<file path="src/design/spq_pkg.sv">
// Shared types and constants for the sorted priority queue.
// No dependencies; imported by spq_cell, sorted_priority_queue and tb_top.
`default_nettype none
package spq_pkg;

    localparam int CAPACITY_DEF = 16;
    localparam int TAG_W        = 8;
    localparam int PRI_W        = 8;
    localparam int OCC_W        = 5;
    localparam int STATUS_W     = 2;

    typedef enum logic [STATUS_W-1:0] {
        ST_DONE  = 2'd0,
        ST_FULL  = 2'd1,
        ST_EMPTY = 2'd2
    } status_t;

    typedef struct packed {
        logic [TAG_W-1:0] info;
        logic [PRI_W-1:0] pri;
    } entry_t;

    // broadcast to every cell of the row
    typedef struct packed {
        logic   shift_in;   // sorted insert of item
        logic   shift_out;  // remove head, row moves toward slot 0
        entry_t item;
    } cell_ctrl_t;

endpackage
`default_nettype wire

</file>
<file path="src/design/spq_cell.sv">
// One slot of the sorted row: holds an entry and trades it with neighbors.
// Depends on spq_pkg.
`default_nettype none
module spq_cell (
    input  wire logic               aclk,
    input  wire spq_pkg::cell_ctrl_t ctrl,
    input  wire logic               self_valid,
    input  wire spq_pkg::entry_t    left_entry,
    input  wire logic               left_gt,
    input  wire spq_pkg::entry_t    right_entry,
    output spq_pkg::entry_t         entry,
    output logic                    gt
);
    import spq_pkg::*;

    entry_t entry_reg;
    entry_t entry_next;

    // slot is a place for the new item, or behind it
    assign gt    = !self_valid || (entry_reg.pri > ctrl.item.pri);
    assign entry = entry_reg;

    always_comb begin
        entry_next = entry_reg;
        if (ctrl.shift_in && gt) begin
            entry_next = left_gt ? left_entry : ctrl.item;
        end else if (ctrl.shift_out) begin
            entry_next = right_entry;
        end
    end

    always_ff @(posedge aclk) begin
        entry_reg <= entry_next;
    end

endmodule
`default_nettype wire

</file>
<file path="src/design/sorted_priority_queue.sv">
// Top level of the sorted priority queue: cell row, fill count, result register.
// Depends on spq_pkg and spq_cell.
`default_nettype none
// Channel  Dir  tdata (low bit up)                          tuser (low bit up)
// s_       in   item_info[7:0] item_priority[15:8]          command[0]
// m_       out  out_info[7:0] out_priority[15:8]            status[1:0] out_valid[2]
//               occupancy[20:16], zero pad [23:21]
//
// One word per cycle: each accepted word updates the whole cell row in the
// same cycle (sorted insert or head removal), and its result appears in the
// output register in the next cycle.
// Reset (aresetn low, synchronous) empties the queue and the output register.
// A new word is taken while the output register is empty or being drained;
// with m_tready low and a result waiting, s_tready drops and everything holds.
module sorted_priority_queue #(
    parameter int CAPACITY = spq_pkg::CAPACITY_DEF
) (
    input  wire logic        aclk,
    input  wire logic        aresetn,
    input  wire logic        s_tvalid,
    output logic             s_tready,
    input  wire logic [15:0] s_tdata,   // item_info[7:0], item_priority[15:8]
    input  wire logic [0:0]  s_tuser,   // command[0]: 0 enqueue, 1 dequeue
    output logic             m_tvalid,
    input  wire logic        m_tready,
    output logic [23:0]      m_tdata,   // out_info[7:0], out_priority[15:8],
                                        // occupancy[20:16], zero [23:21]
    output logic [2:0]       m_tuser    // status[1:0], out_valid[2]
);
    import spq_pkg::*;

    localparam int CW = $clog2(CAPACITY + 1);

    logic             accept;
    logic             cmd_deq;
    logic             full;
    logic             empty;
    cell_ctrl_t       ctrl;

    logic [CW-1:0]    count_reg;
    logic [CW-1:0]    count_next;

    entry_t           cell_entry [CAPACITY];
    logic             cell_gt    [CAPACITY];

    // result register
    logic             m_valid_reg;
    logic             m_valid_next;
    status_t          status_reg;
    status_t          status_next;
    logic             outv_reg;
    logic             outv_next;
    entry_t           out_entry_reg;
    entry_t           out_entry_next;
    logic [OCC_W-1:0] occ_reg;
    logic [OCC_W-1:0] occ_next;

    assign s_tready = !m_valid_reg || m_tready;
    assign accept   = s_tvalid && s_tready;
    assign cmd_deq  = s_tuser[0];
    assign full     = (count_reg == CW'(CAPACITY));
    assign empty    = (count_reg == '0);

    // broadcast the operation to the row only when it changes the queue
    always_comb begin
        ctrl.shift_in  = accept && !cmd_deq && !full;
        ctrl.shift_out = accept && cmd_deq && !empty;
        ctrl.item.info = s_tdata[7:0];
        ctrl.item.pri  = s_tdata[15:8];
    end

    // the cell row; slot 0 is the head
    for (genvar i = 0; i < CAPACITY; i++) begin : g_cell
        entry_t left_e;
        logic   left_g;
        entry_t right_e;
        logic   valid_i;

        assign valid_i = (CW'(i) < count_reg);

        if (i == 0) begin : g_first
            assign left_e = ctrl.item;
            assign left_g = 1'b0;
        end else begin : g_mid
            assign left_e = cell_entry[i-1];
            assign left_g = cell_gt[i-1];
        end

        if (i == CAPACITY - 1) begin : g_last
            assign right_e = cell_entry[i];   // falls out of the count anyway
        end else begin : g_inner
            assign right_e = cell_entry[i+1];
        end

        spq_cell u_cell (
            .aclk        (aclk),
            .ctrl        (ctrl),
            .self_valid  (valid_i),
            .left_entry  (left_e),
            .left_gt     (left_g),
            .right_entry (right_e),
            .entry       (cell_entry[i]),
            .gt          (cell_gt[i])
        );
    end

    // fill count and result formation
    always_comb begin
        count_next     = count_reg;
        m_valid_next   = m_valid_reg;
        status_next    = status_reg;
        outv_next      = outv_reg;
        out_entry_next = out_entry_reg;
        occ_next       = occ_reg;

        if (m_valid_reg && m_tready) begin
            m_valid_next = 1'b0;
        end

        if (ctrl.shift_in) begin
            count_next = count_reg + CW'(1);
        end else if (ctrl.shift_out) begin
            count_next = count_reg - CW'(1);
        end

        if (accept) begin
            m_valid_next   = 1'b1;
            outv_next      = 1'b0;
            out_entry_next = '0;
            status_next    = ST_DONE;
            if (!cmd_deq) begin
                if (full) begin
                    status_next = ST_FULL;
                end
            end else if (empty) begin
                status_next = ST_EMPTY;
            end else begin
                outv_next      = 1'b1;
                out_entry_next = cell_entry[0];
            end
            occ_next = OCC_W'(count_next);
        end
    end

    always_ff @(posedge aclk) begin
        if (!aresetn) begin
            count_reg   <= '0;
            m_valid_reg <= 1'b0;
        end else begin
            count_reg   <= count_next;
            m_valid_reg <= m_valid_next;
        end
    end

    // payload needs no reset
    always_ff @(posedge aclk) begin
        status_reg    <= status_next;
        outv_reg      <= outv_next;
        out_entry_reg <= out_entry_next;
        occ_reg       <= occ_next;
    end

    assign m_tvalid = m_valid_reg;
    assign m_tdata  = {3'b000, occ_reg, out_entry_reg.pri, out_entry_reg.info};
    assign m_tuser  = {outv_reg, status_reg};

    // count never runs past the row
    a_count_bound: assert property (@(posedge aclk) disable iff (!aresetn)
        count_reg <= CW'(CAPACITY))
        else $error("fill count beyond capacity");

    // a returned entry only comes with a done status
    a_outv_done: assert property (@(posedge aclk) disable iff (!aresetn)
        m_valid_reg && outv_reg |-> status_reg == ST_DONE)
        else $error("returned entry with error status");

    // a dropped enqueue leaves the count alone
    a_drop_hold: assert property (@(posedge aclk) disable iff (!aresetn)
        accept && !cmd_deq && full |=> count_reg == $past(count_reg))
        else $error("dropped enqueue changed the count");

    // a successful dequeue lowers the count by one
    a_deq_count: assert property (@(posedge aclk) disable iff (!aresetn)
        ctrl.shift_out |=> count_reg == $past(count_reg) - CW'(1))
        else $error("dequeue count mismatch");

endmodule
`default_nettype wire

</file>
<file path="config.mk">
export PLATFORM = sky130hd
export DESIGN_NAME = sorted_priority_queue
export DESIGN_NICKNAME = d
export VERILOG_FILES = /design/src/design/spq_pkg.sv /design/src/design/spq_cell.sv /design/src/design/sorted_priority_queue.sv
export SDC_FILE = /design/constraint.sdc
export NUM_CORES = 1
export LEC_CHECK = 0
export BUFFER_PORTS_ARGS = -buffer_cell sky130_fd_sc_hd__buf_2
export CORE_MARGIN = 3
export CORE_UTILIZATION = 35
export CTS_CLUSTER_SIZE = 24
export DETAILED_ROUTE_END_ITERATION = 8
export GPL_ROUTABILITY_DRIVEN = 0
export GPL_TIMING_DRIVEN = 0
export PLACE_DENSITY = 0.57
export SLEW_MARGIN = 20
export SYNTH_ARGS = -nofsm -noshare
export SYNTH_HDL_FRONTEND = slang
export SYNTH_SLANG_ARGS = --single-unit
</file>
<file path="constraint.sdc">
create_clock -name aclk -period 3.5 [get_ports aclk]
set_clock_uncertainty 0.1 [all_clocks]
set_input_delay 0.175 -clock aclk [delete_from_list [all_inputs] [get_ports aclk]]
set_output_delay 0.175 -clock aclk [all_outputs]
set_load 0.02 [all_outputs]
</file>
== After elaboration in Yosys (flattened, before gate mapping) ==
Cells that the tools add are included.

* Bits of input ports: 21
* Register bits: 286
* Bits in latches: 0
* Memories: 0
* Word-level logic and storage cells: 205
* Bits in read-only memories: 0
* Output and inout bits: 29
* RAM bits: 0

* Shifts and indexed selects: 0
* Order comparisons: 32
* Div/mod/pow operators: 0
* $add $sub $neg: 2
* Reductions and logical operators: 77
* $mul: 0
* Eq/ne operators: 1
* Bitwise operators: 1
* Mux-type cells: 53

{| class="wikitable"
|+ Operator list
! operator !! count
|-
| $mux W16 || 45
|-
| $gt A8 B8 Y1 || 16
|-
| $lt A4 B5 Y1 const A || 8
|-
| $reduce_bool A2 Y1 || 16
|-
| $logic_and A1 B1 Y1 || 22
|-
| $logic_not A1 Y1 || 20
|-
| $lt A3 B5 Y1 const A || 4
|-
| $logic_or A1 B1 Y1 || 17
|-
| $lt A1 B5 Y1 const A || 2
|-
| $lt A2 B5 Y1 const A || 2
|-
| $mux W5 || 2
|-
| $add A5 B1 Y5 const B || 1
|-
| $eq A5 B5 Y1 const B || 1
|-
| $logic_not A5 Y1 || 1
|-
| $sub A5 B1 Y5 const B || 1
|-
| $mux W1 || 4
|-
| $mux W2 || 2
|-
| $reduce_or A2 Y1 || 1
|-
| $not A1 Y1 || 1
|}

== Longest topological paths before layout ==
Gate-level depths: netlist (run 1).

* Word-level depth: 7
* Depth in mapped cells: 12
* Depth with buffers taken out: 8

== Cells and area by module ==
Synthesis (run 1) repeated with hierarchy kept, for this count alone.

* Cells, all modules: 1612
* Area total of the unflattened synthesis: 19618.8 µm²

{| class="wikitable"
|+ By module, submodules not included
! module !! area an instance (µm²) !! cells an instance !! sequential area each (µm²) !! times used
|-
| spq_cell || 1131.1 || 92 || 480.5 || 16
|-
| sorted_priority_queue || 1521.5 || 140 || 840.8 || 1
|}

== Worst setup path before layout (run 1) ==
Ideal clock, no wire load.

* Path type: input to register
* Start: input port s_tdata[11]
* End: register g_cell[1].u_cell.entry_reg, in the netlist g_cell[1].u_cell.entry[0] (enable)
* Setup slack: -0.155 ns
* Library setup time: 0.411 ns
* Stages on the path: 10
* Path buffers: 3
* Required time: 2.989 ns
* Arrival: 3.143 ns
* Path through: clkbuf_1 inv_1 ha_1 and4_1 nor2_1 o21ai_0 and3_1 buf_2 buf_4 o21ai_0

* Cells in the longest elaborated chain, start to end: 4

{| class="wikitable"
|+ Ends and longest elaborated chain
! what !! RTL line !! text
|-
| start: declaration || sorted_priority_queue.sv:22 || <nowiki>input wire logic [15:0] s_tdata,</nowiki>
|-
| $gt A8 B8 Y1 || spq_cell.sv:20 || <nowiki>assign gt = !self_valid || (entry_reg.pri > ctrl.item.pri);</nowiki>
|-
| $logic_or A1 B1 Y1 || spq_cell.sv:20 ||
|-
| $logic_and A1 B1 Y1 || spq_cell.sv:25 || <nowiki>if (ctrl.shift_in && gt) begin</nowiki>
|-
| $reduce_bool A2 Y1 (no source line) || n/a ||
|-
| end signal: assignment || spq_cell.sv:33 || <nowiki>entry_reg <= entry_next;</nowiki>
|-
| end: declaration || spq_cell.sv:16 || <nowiki>entry_t entry_reg;</nowiki>
|}

Every way passes these cells.
A chain may end at the register's enable or synchronous reset.

== Final worst setup path (run 1) ==
* Start: input port s_tdata[12]
* End: register g_cell[0].u_cell.entry_reg, in the netlist g_cell[0].u_cell.entry[3] (enable)

* Cells in the longest elaborated chain, start to end: 4

{| class="wikitable"
|+ Ends and longest elaborated chain
! what !! RTL line
|-
| $gt A8 B8 Y1 || spq_cell.sv:20
|-
| $logic_or A1 B1 Y1 || spq_cell.sv:20
|-
| $logic_and A1 B1 Y1 || spq_cell.sv:25
|-
| $reduce_bool A2 Y1 (no source line) || n/a
|-
| end signal: assignment || spq_cell.sv:33
|-
| end: declaration || spq_cell.sv:16
|}

Every way passes these cells.

==> flow_results.org, run 1 <==
** Final layout
- The register with the most flip-flops in the layout has 256 of them.
- Share of layout cells above drive strength 1 :: 16.2%
- Diode insertion count for antenna repair :: 0
- Utilization after layout :: 41.0%
- Finished Cell Area :: 19800 um^2
- In the final layout, flip-flops and latches occupy 8530 um^2.
- Count of nets after finishing :: 1818
- Area of the multi-input gates :: 8300 um^2
- After filler insertion, the fill cell instance count of the layout stands at 4618.
- From synthesis to final layout, the design area changed by 14.2%.

** Synthesis
- Cell type with the largest total area after synthesis :: sky130_fd_sc_hd__edfxtp_1
- Main area contributors after synthesis :: sky130_fd_sc_hd__edfxtp_1 48%, sky130_fd_sc_hd__mux2i_1 12%, sky130_fd_sc_hd__ha_1 9.5%, sky130_fd_sc_hd__o21ai_0 4.9%, sky130_fd_sc_hd__a21oi_1 4.0%
- Proportion of synthesized flip-flops having asynchronous set or reset :: 0%
- Each instance of the synthesized netlist takes up on average 11.2 um^2.
- Number of enable flip-flop cells after synthesis :: 280
- Synthesis handed over a netlist of 1548 instances.
- In this run the cell area of the synthesized design comes to 17400 um^2.
- Sequential-to-total area share from yosys stat :: 49.1%
- In the synthesized netlist the dominant register cell turns out to be sky130_fd_sc_hd__edfxtp_1.
- Synth warnings :: 0
- Fraction of post-synthesis cell area in the top cell type by area :: 48.4%
- Counting flops and latches in the post-synthesis netlist gives 286.
- After synthesis, the netlist uses 61 different library cells.

** Worst hold path
- In this run the worst hold path is classified as primary input to flip-flop.

** Timing
- Hold timing on the final database bottoms out at a slack of 93.0 ps.
- Minimum setup slack in the final design :: 142 ps
- For the pin with the worst max-slew slack, the measured transition is 1020 ps.
- Time the final worst path needs with I/O delays and setup :: 3360 ps
- Share of the clock period used by the worst path :: 95.9%
- Count of final setup violators :: 0
- For this run, the top clock speed supported by timing is 0.298 GHz.
- Slew HR :: 32.0%
- Final Max Slew Viols :: 0
- Final Hold Fails :: 0

** Placed design
- Count of port buffers added during placement :: 46
- Before CTS, the worst setup slack after placement is -1860 ps.
- Area after detailed placement :: 18400 um^2
- DP HPWL :: 39200 um

** Drt
- DRC Markers :: 0
- Detailed-routing iteration count for the pre-antenna-repair pass :: 5
- The final route contains 13100 vias.
- After detailed routing, the average wire length per cell comes to 23.4 um.
- The final layout contains routed wiring with a total length of 54900 um.
- DR iter-0 viols :: 1066
- The detail route stage leaves a number of antenna-violating nets equal to 0.
- Dividing the detail-routed via count by the number of cells gives 5.58.

** Clock tree
- Counting along the longest clock path gives a buffer depth of 3.
- After clock tree synthesis, the clock-pin slew on the worst setup and hold paths is 60 ps.
- TritonCTS Sinks :: 286
- Clock insertion delay at the later pin of the skew report :: 530 ps
- Level count of the clock H-tree :: 2
- Cts bufs inserted :: 34
- The tree is rooted in a sky130_fd_sc_hd__clkbuf_16.
- CTS tree :: built

** Die
- From left edge to right edge, the die measures 229 um.
- For this configuration, the core starts out at a cell density of 35.9%.
- Full die area :: 52300 um^2
- Pin placement for this block handled 50 I/O pins.
- In this run the vertical extent of the chip is 229 um.
- Core area :: 48300 um^2
- Number of rows in the core area :: 80

** Power and ir drop
- In this run switching power makes up 34.2% of total power.
- Of the total power, combinational logic draws 30.4%.
- Per report_power, the clock group accounts for 27.4% of the total.
- Register share of total power :: 42.2%
- IR analysis of the VDD net gives a maximum drop of 271 uV.
- Power density normalized to cell area :: 630 nW/um^2
- The design draws 12.5 mW.
- Net switching power :: 4.28 mW
- Pleak :: 7.71 nW
- Cell-internal power :: 8.22 mW

** Global route
- The initial antenna violation count was 0.
- Final global-route overflow total :: 0
- Global-route usage over all layers :: 20.6%
- Maximum number of pins on one net before global-route repair :: 26
- Global-route wire length before repair :: 83000 um
- Via count of the first global-routing pass :: 13300

** Setup path
- Data required time of the critical path :: 3570 ps
- Register-to-register setup slack :: 230 ps
- STA classifies the critical path endpoint as a flip-flop.
- STA classifies the critical path startpoint as a primary input.
- Worst path arrival time :: 3430 ps
- For this run, the slowest stage of the critical path takes 470 ps.
- The worst setup path is of the primary input to flip-flop kind.
- The signal on the critical path passes through buf_2 -> buf_2 -> clkinvlp_4 -> buf_4 -> buf_4 -> ha_1 -> nand4_1 -> o31a_1 -> a221oi_4 -> nand2b_1 -> buf_4 -> buf_4 -> nand2_2.
- Critical Path Most Common Cell :: sky130_fd_sc_hd__buf_4
- Crit-path slowest cell :: sky130_fd_sc_hd__buf_2
- Along the worst path, the maximum fanout reaches 16.

** Run
- Max-cap violations :: 0

** Status
- The run finished with clean final reports.
==> worst max-delay path, delay by kind of cell <==
family                     cells  cell delay (ps)
and+or+nand+nor                3              580
adders and majority gates      1              290
buffers and inverters          7             1670
AOI/OAI and AO/OA              2              690
==> placed cells by master, fill, tap and decap left out, types with 6 or more instances in the layout <==
cell type                    synthesis  final
sky130_fd_sc_hd__edfxtp_1          280    280
sky130_fd_sc_hd__mux2i_1           210    210
sky130_fd_sc_hd__nand2_1           182    171
sky130_fd_sc_hd__o21ai_0           169    168
sky130_fd_sc_hd__a21oi_1           138    137
sky130_fd_sc_hd__ha_1              132    132
sky130_fd_sc_hd__buf_2              18     66
sky130_fd_sc_hd__nor2_1             60     60
sky130_fd_sc_hd__clkbuf_1           55     53
sky130_fd_sc_hd__mux2_2             47     47
sky130_fd_sc_hd__buf_4              17     46
sky130_fd_sc_hd__clkbuf_16           0     37
sky130_fd_sc_hd__nand4_1            24     24
sky130_fd_sc_hd__inv_1              29     22
sky130_fd_sc_hd__nor2b_1            22     22
sky130_fd_sc_hd__and3_1             18     18
sky130_fd_sc_hd__o21ai_1            16     16
sky130_fd_sc_hd__o211ai_1           13     13
sky130_fd_sc_hd__clkbuf_2            0     12
sky130_fd_sc_hd__nand2_2             0     11
sky130_fd_sc_hd__o21a_1              9      9
sky130_fd_sc_hd__nand2b_1           10      8
sky130_fd_sc_hd__buf_6               6      8
sky130_fd_sc_hd__mux2_4              8      8
sky130_fd_sc_hd__clkinv_1            0      8
sky130_fd_sc_hd__clkinvlp_4          0      7
sky130_fd_sc_hd__and2_1              8      7
sky130_fd_sc_hd__and4_1              6      6
sky130_fd_sc_hd__a21o_1              6      6
sky130_fd_sc_hd__dfxtp_1             6      6
==> synth_stat cells, drive strengths merged (13+ instances only) <==
cell,count
a21oi,138
and3,18
buf,42
clkbuf,55
edfxtp,280
ha,132
inv,29
mux2,55
mux2i,210
nand2,182
nand4,25
nor2,64
nor2b,22
o211ai,13
o21ai,186
==> cell families after synthesis <==
family          count (synthesis)  share of synthesized area, %
fa+ha+maj                     132                          9.51
compound gates                382                          12.1
other cells                     1                        0.0216
flops                         286                          49.1
buf+inv                       126                          3.48
xor+xnor                        4                         0.245
simple gates                  352                          9.70
mux                           265                          15.8
==> power by group through the flow <==
stage / sequential [mW] / combinational [mW] / clock [mW]
floorplan: 5.12 / 2.61 / 0
global placement: 5.35 / 3.55 / 0
detailed placement: 5.34 / 3.68 / 0
CTS: 5.27 / 3.75 / 3.46
global route: 5.34 / 4.18 / 3.59
finish: 5.28 / 3.79 / 3.42
==> what timing repair did <==
| item | 4_1_cts | 5_1_grt |
|---|---|---|
| gates resized for setup | 27 | 19 |
| endpoints found under the hold margin | 6 | 0 |
| setup endpoints to repair | 508 | 162 |
| pin swaps | 1 | 0 |
| setup buffers | 29 | 0 |
| hold buffers | 2 | 0 |
==> final cells by class <==
type	count	area share, %
Multi-Input combinational cell	1138	41.9
Clock inverter	12	0.379
Timing Repair Buffer	79	2.47
Clock buffer	48	4.88
Buffer	97	2.59
Sequential cell	286	43.0
Tap cell	656	4.14
Inverter	29	0.681
==> final timing paths <==
| kind | startpoint | endpoint | cells after the start |
|---|---|---|---|
| worst max-delay path | s_tdata[12] | g_cell[0].u_cell.entry[3]$_DFFE_PP_ | 13 |
| worst min register to register | g_cell[15].u_cell.entry[11]$_DFFE_PP_ | g_cell[14].u_cell.entry[11]$_DFFE_PP_ | 2 |
| worst max register to register | count_reg[0]$_SDFF_PN0_ | g_cell[9].u_cell.entry[11]$_DFFE_PP_ | 9 |
| worst min-delay path | s_tdata[1] | g_cell[2].u_cell.entry[9]$_DFFE_PP_ | 3 |
==> per-stage QoR <==
step           TNS, ps  std cells
2_1_floorplan        0       1550
3_3_place_gp   -644460       2252
3_5_place_dp   -610970       2254
4_1_cts              0       2345
5_1_grt           -176       2345
6_report             0       2345
==> routing by layer <==
| layer | vias up | global-route usage [%] | wire, um |
|---|---|---|---|
| li1 | 6025 | - | - |
| met1 | 6533 | 28.2 | 24500 |
| met2 | 418 | 33.5 | 25500 |
| met3 | 103 | 2.53 | 2940 |
| met4 | 0 | 7.56 | 1940 |
| met5 | - | 0 | 0 |
Note: power is estimated with default switching activity, not from simulation.
==> run 2, diff against run 1 <==
--- a/config.mk
+++ b/config.mk
@@ -12,8 +12,9 @@
 export DETAILED_ROUTE_END_ITERATION = 8
 export GPL_ROUTABILITY_DRIVEN = 0
 export GPL_TIMING_DRIVEN = 0
-export PLACE_DENSITY = 0.57
+export PLACE_DENSITY = 0.56
 export SLEW_MARGIN = 20
 export SYNTH_ARGS = -nofsm -noshare
 export SYNTH_HDL_FRONTEND = slang
+export SYNTH_HIERARCHICAL = 1
 export SYNTH_SLANG_ARGS = --single-unit
==> flow_results.org, run 2 <==
** Die
- Number of rows in the core area :: 86 (+7.5%)
- Number of top-level design ports :: 50 (unchanged)
- The area of the die was 58900 um^2 (+13%).
- Core area :: 55300 um^2 (+14%)
- The die span in x came to 243 um (+6.1%).
- Die height :: 243 um (+6.1%)
- Initial Utilization :: 35.4% (-0.46 points)

** Setup path
- STA classifies the critical path startpoint as a flip-flop.
- Depth of the most critical reg-to-reg path :: 10 (+1)
- The maximum cell stage delay along the critical path came to 450 ps (-20 ps).
- The arrival time of the worst setup path was 3450 ps (+20 ps).
- CP Buf/Inv Count :: 5 (-2)
- Critical Path Most Common Cell :: sky130_fd_sc_hd__inv_1
- Crit-path slowest cell :: sky130_fd_sc_hd__a211oi_4
- Class of the most critical setup path :: flip-flop to flip-flop
- STA classifies the critical path endpoint as a flip-flop.
- In this design, the largest share of critical-path delay is due to buffers and inverters.
- The number of stages on the worst setup path is 10 (-3).
- The required time at the worst-slack endpoint is 3610 ps (+40 ps).
- The peak fanout along the critical path is 16 (unchanged).
- Critical Path, Cell by Cell :: clkbuf_2 -> inv_1 -> ha_1 -> nor4bb_2 -> nor4b_4 -> buf_4 -> inv_1 -> a211oi_4 -> buf_12 -> or2_4

** Timing
- Time the final worst path needs with I/O delays and setup :: 3330 ps (-26.8 ps)
- The relative max-transition margin was 38.1% (+6.2 points).
- Unrepaired setup endpoints after global routing :: false
- The total count of hold-check failures in the final report was 0 (unchanged).
- Slew @ Worst Pin :: 927 ps (-93.6 ps)
- The final count of pins violating max slew was 0 (unchanged).
- The final cycle utilization of the critical path was 95.2% (-0.77 points).
- F_max :: 0.300 GHz (+0.80%)
- Count of final setup violators :: 0 (unchanged)

** Power and ir drop
- Maximum ir drop on the vdd rail :: 274 uV (+1.0%)
- The total power was 11.8 mW (-5.4%).
- Pleak :: 9.23 nW (+20%)
- The power density normalized to cell area came to 533 nW/um^2 (-15%).

** Final layout
- The number of flip-flops in the largest register came to 256 (unchanged).
- Layout filler cell count :: 5310 (+15%)
- The ratio of cells with drive above 1 in the final layout is 34.6% (+18 points).
- In the layout the commonest cells are 280 x sky130_fd_sc_hd__edfxtp_1, 256 x sky130_fd_sc_hd__mux2_2, 183 x sky130_fd_sc_hd__inv_1, 148 x sky130_fd_sc_hd__o21ai_0, 144 x sky130_fd_sc_hd__mux2_4.
- Count of nets after finishing :: 1876 (+3.2%)
- The end-of-flow core utilization is 40.1% (-0.93 points).
- The number of cells in the finished layout apart from fillers was 2495 (+6.4%).
- Commonest non-fill, non-tap cell in the layout :: sky130_fd_sc_hd__edfxtp_1
- Relative area change from synthesis to final layout :: 13.1%
- The number of antenna repair diodes is 0 (unchanged).

** Placed design
- DP HPWL :: 36600 um (-6.7%)
- The count of placed standard cells including taps came to 2412 (+7.0%).
- The number of port buffers was 45 (-2.2%).

** Drt
- Detailed-routing iteration count for the pre-antenna-repair pass :: 5 (unchanged)
- Routed wire length :: 49700 um (-9.5%)
- DR iter-0 viols :: 753 (-29%)
- Drt wl/cell :: 19.9 um (-15%)
- The total number of vias was 12700 (-2.7%).
- Remaining antenna violation count :: 0 (unchanged)
- The final routed DRC violation total came to 0 (unchanged).
- The detail-routed via count per cell was 5.10 (-8.6%).

** Worst hold path
- The min-delay analysis places its worst path in the category primary input to flip-flop.
- The instance count along the most critical hold path is 2 (-1).

** Clock tree
- The number of buffers created by CTS was 36 (+5.9%).
- Clock-pin slew on the worst setup and hold paths :: 60 ps (about the same)
- TritonCTS built the clock tree.
- The tree is rooted in a sky130_fd_sc_hd__clkbuf_16.
- The count of clock tree sinks was 286 (unchanged).
- The maximum count of clock buffers along a single path came to 3 (unchanged).
- Clock insertion delay at the later pin of the skew report :: 540 ps (about the same)
- Level count of the clock H-tree :: 2 (unchanged)

** Global route
- The number of global-route vias before repair came to 13400 (+0.96%).
- The leftover overflow at the end of global routing came to 0 (unchanged).
- Initial antenna violation count :: 0 (unchanged)
- Maximum number of pins on one net before global-route repair :: 34 (+31%)
- The aggregate global-route resource usage was 16.6% (-3.9 points).
- Global-route wire length before repair :: 76700 um (-7.6%)

** Status
- Run status :: finished clean

** Run
- The total of max-cap violations was 0 (unchanged).

** Synthesis
- The synthesized area per cell is 12.2 um^2 (+8.6%).
- The count of yosys warnings during synthesis came to 6 (+6).
- The post-synthesis instance area was 19600 um^2 (+13%).
- The synthesized netlist cell count was 1610 (+4.0%).
==> run 2: changes by cell type in the layout (fill, tap and decap cells not counted), sizes merged, moves of 15 or more <==
cell / delta
inv: +165
o21ai: -33
a211oi: +29
clkbuf: -22
a21oi: -119
o21bai: +21
nor2: -57
nand2: -40
buf: -33
mux2: +345
and3: -15
mux2i: -207
a21o: +25
==> run 2: power breakdown <==
group          internal [mW]  switching [mW]  leakage (nW)
clock network           2.15            1.49         0.549
registers               4.52           0.372          2.70
logic                   1.63            1.66          5.99
==> run 2: worst reg2reg max path: stages, from the launching register on <==
cell,delay (ps)
sky130_fd_sc_hd__dfxtp_1,360
sky130_fd_sc_hd__clkbuf_2,230
sky130_fd_sc_hd__inv_1,140
sky130_fd_sc_hd__ha_1,270
sky130_fd_sc_hd__nor4bb_2,220
sky130_fd_sc_hd__nor4b_4,340
sky130_fd_sc_hd__buf_4,280
sky130_fd_sc_hd__inv_1,100
sky130_fd_sc_hd__a211oi_4,450
sky130_fd_sc_hd__buf_12,230
sky130_fd_sc_hd__or2_4,290
==> run 2: layer usage <==
metal	share of wire, %	GRT usage, %
met4	2.2	4.80
met5	0	0
met2	48	28.3
met1	46	22.1
met3	4.2	2.40
==> run 2: path summary, 6_finish.rpt <==
| kind | start | endpoint | slack [ps] |
|---|---|---|---|
| worst max register to register | count_reg[0]$_SDFF_PN0_ | g_cell[6].u_cell/entry[1]$_DFFE_PP_ | 170 |
| worst max-delay path | count_reg[0]$_SDFF_PN0_ | g_cell[6].u_cell/entry[1]$_DFFE_PP_ | 170 |
| worst min register to register | g_cell[0].u_cell/entry[15]$_DFFE_PP_ | m_tdata[7]$_SDFFCE_PP0N_ | 470 |
| worst min-delay path | s_tuser | status_reg[0]$_SDFFCE_PP0N_ | 100 |
==> run 2: per-stage QoR <==
step	area, um^2	setup TNS [ps]	hold slack, ps	worst slack, ps
after global placement	20800	-949480	359	-2040
after detailed placement	20800	-38530	371	-546
after global routing	22200	0	118	1.29
final	22200	0	100	169
after CTS	22100	-1570	61.4	-128
after floorplan	19600	0	196	91.9
==> run 2: final cells by class <==
cell class,count,area (um^2),area share (%)
plain buffers,58,507,2.29
clock buffers,43,948,4.28
clock inverters,19,171,0.773
inverters,185,694,3.13
multi-input cells,1087,9960,44.9
flip-flops and latches,286,8530,38.5
well taps,748,936,4.22
repair buffers,69,429,1.94
==> run 2: repair_timing <==
item                       CTS  global route
hold endpoints to repair     6             0
resized for setup           14            13
setup endpoints to repair  321           382
buffers inserted            10             9
pin swaps                   10             3
hold buffers                 3             0
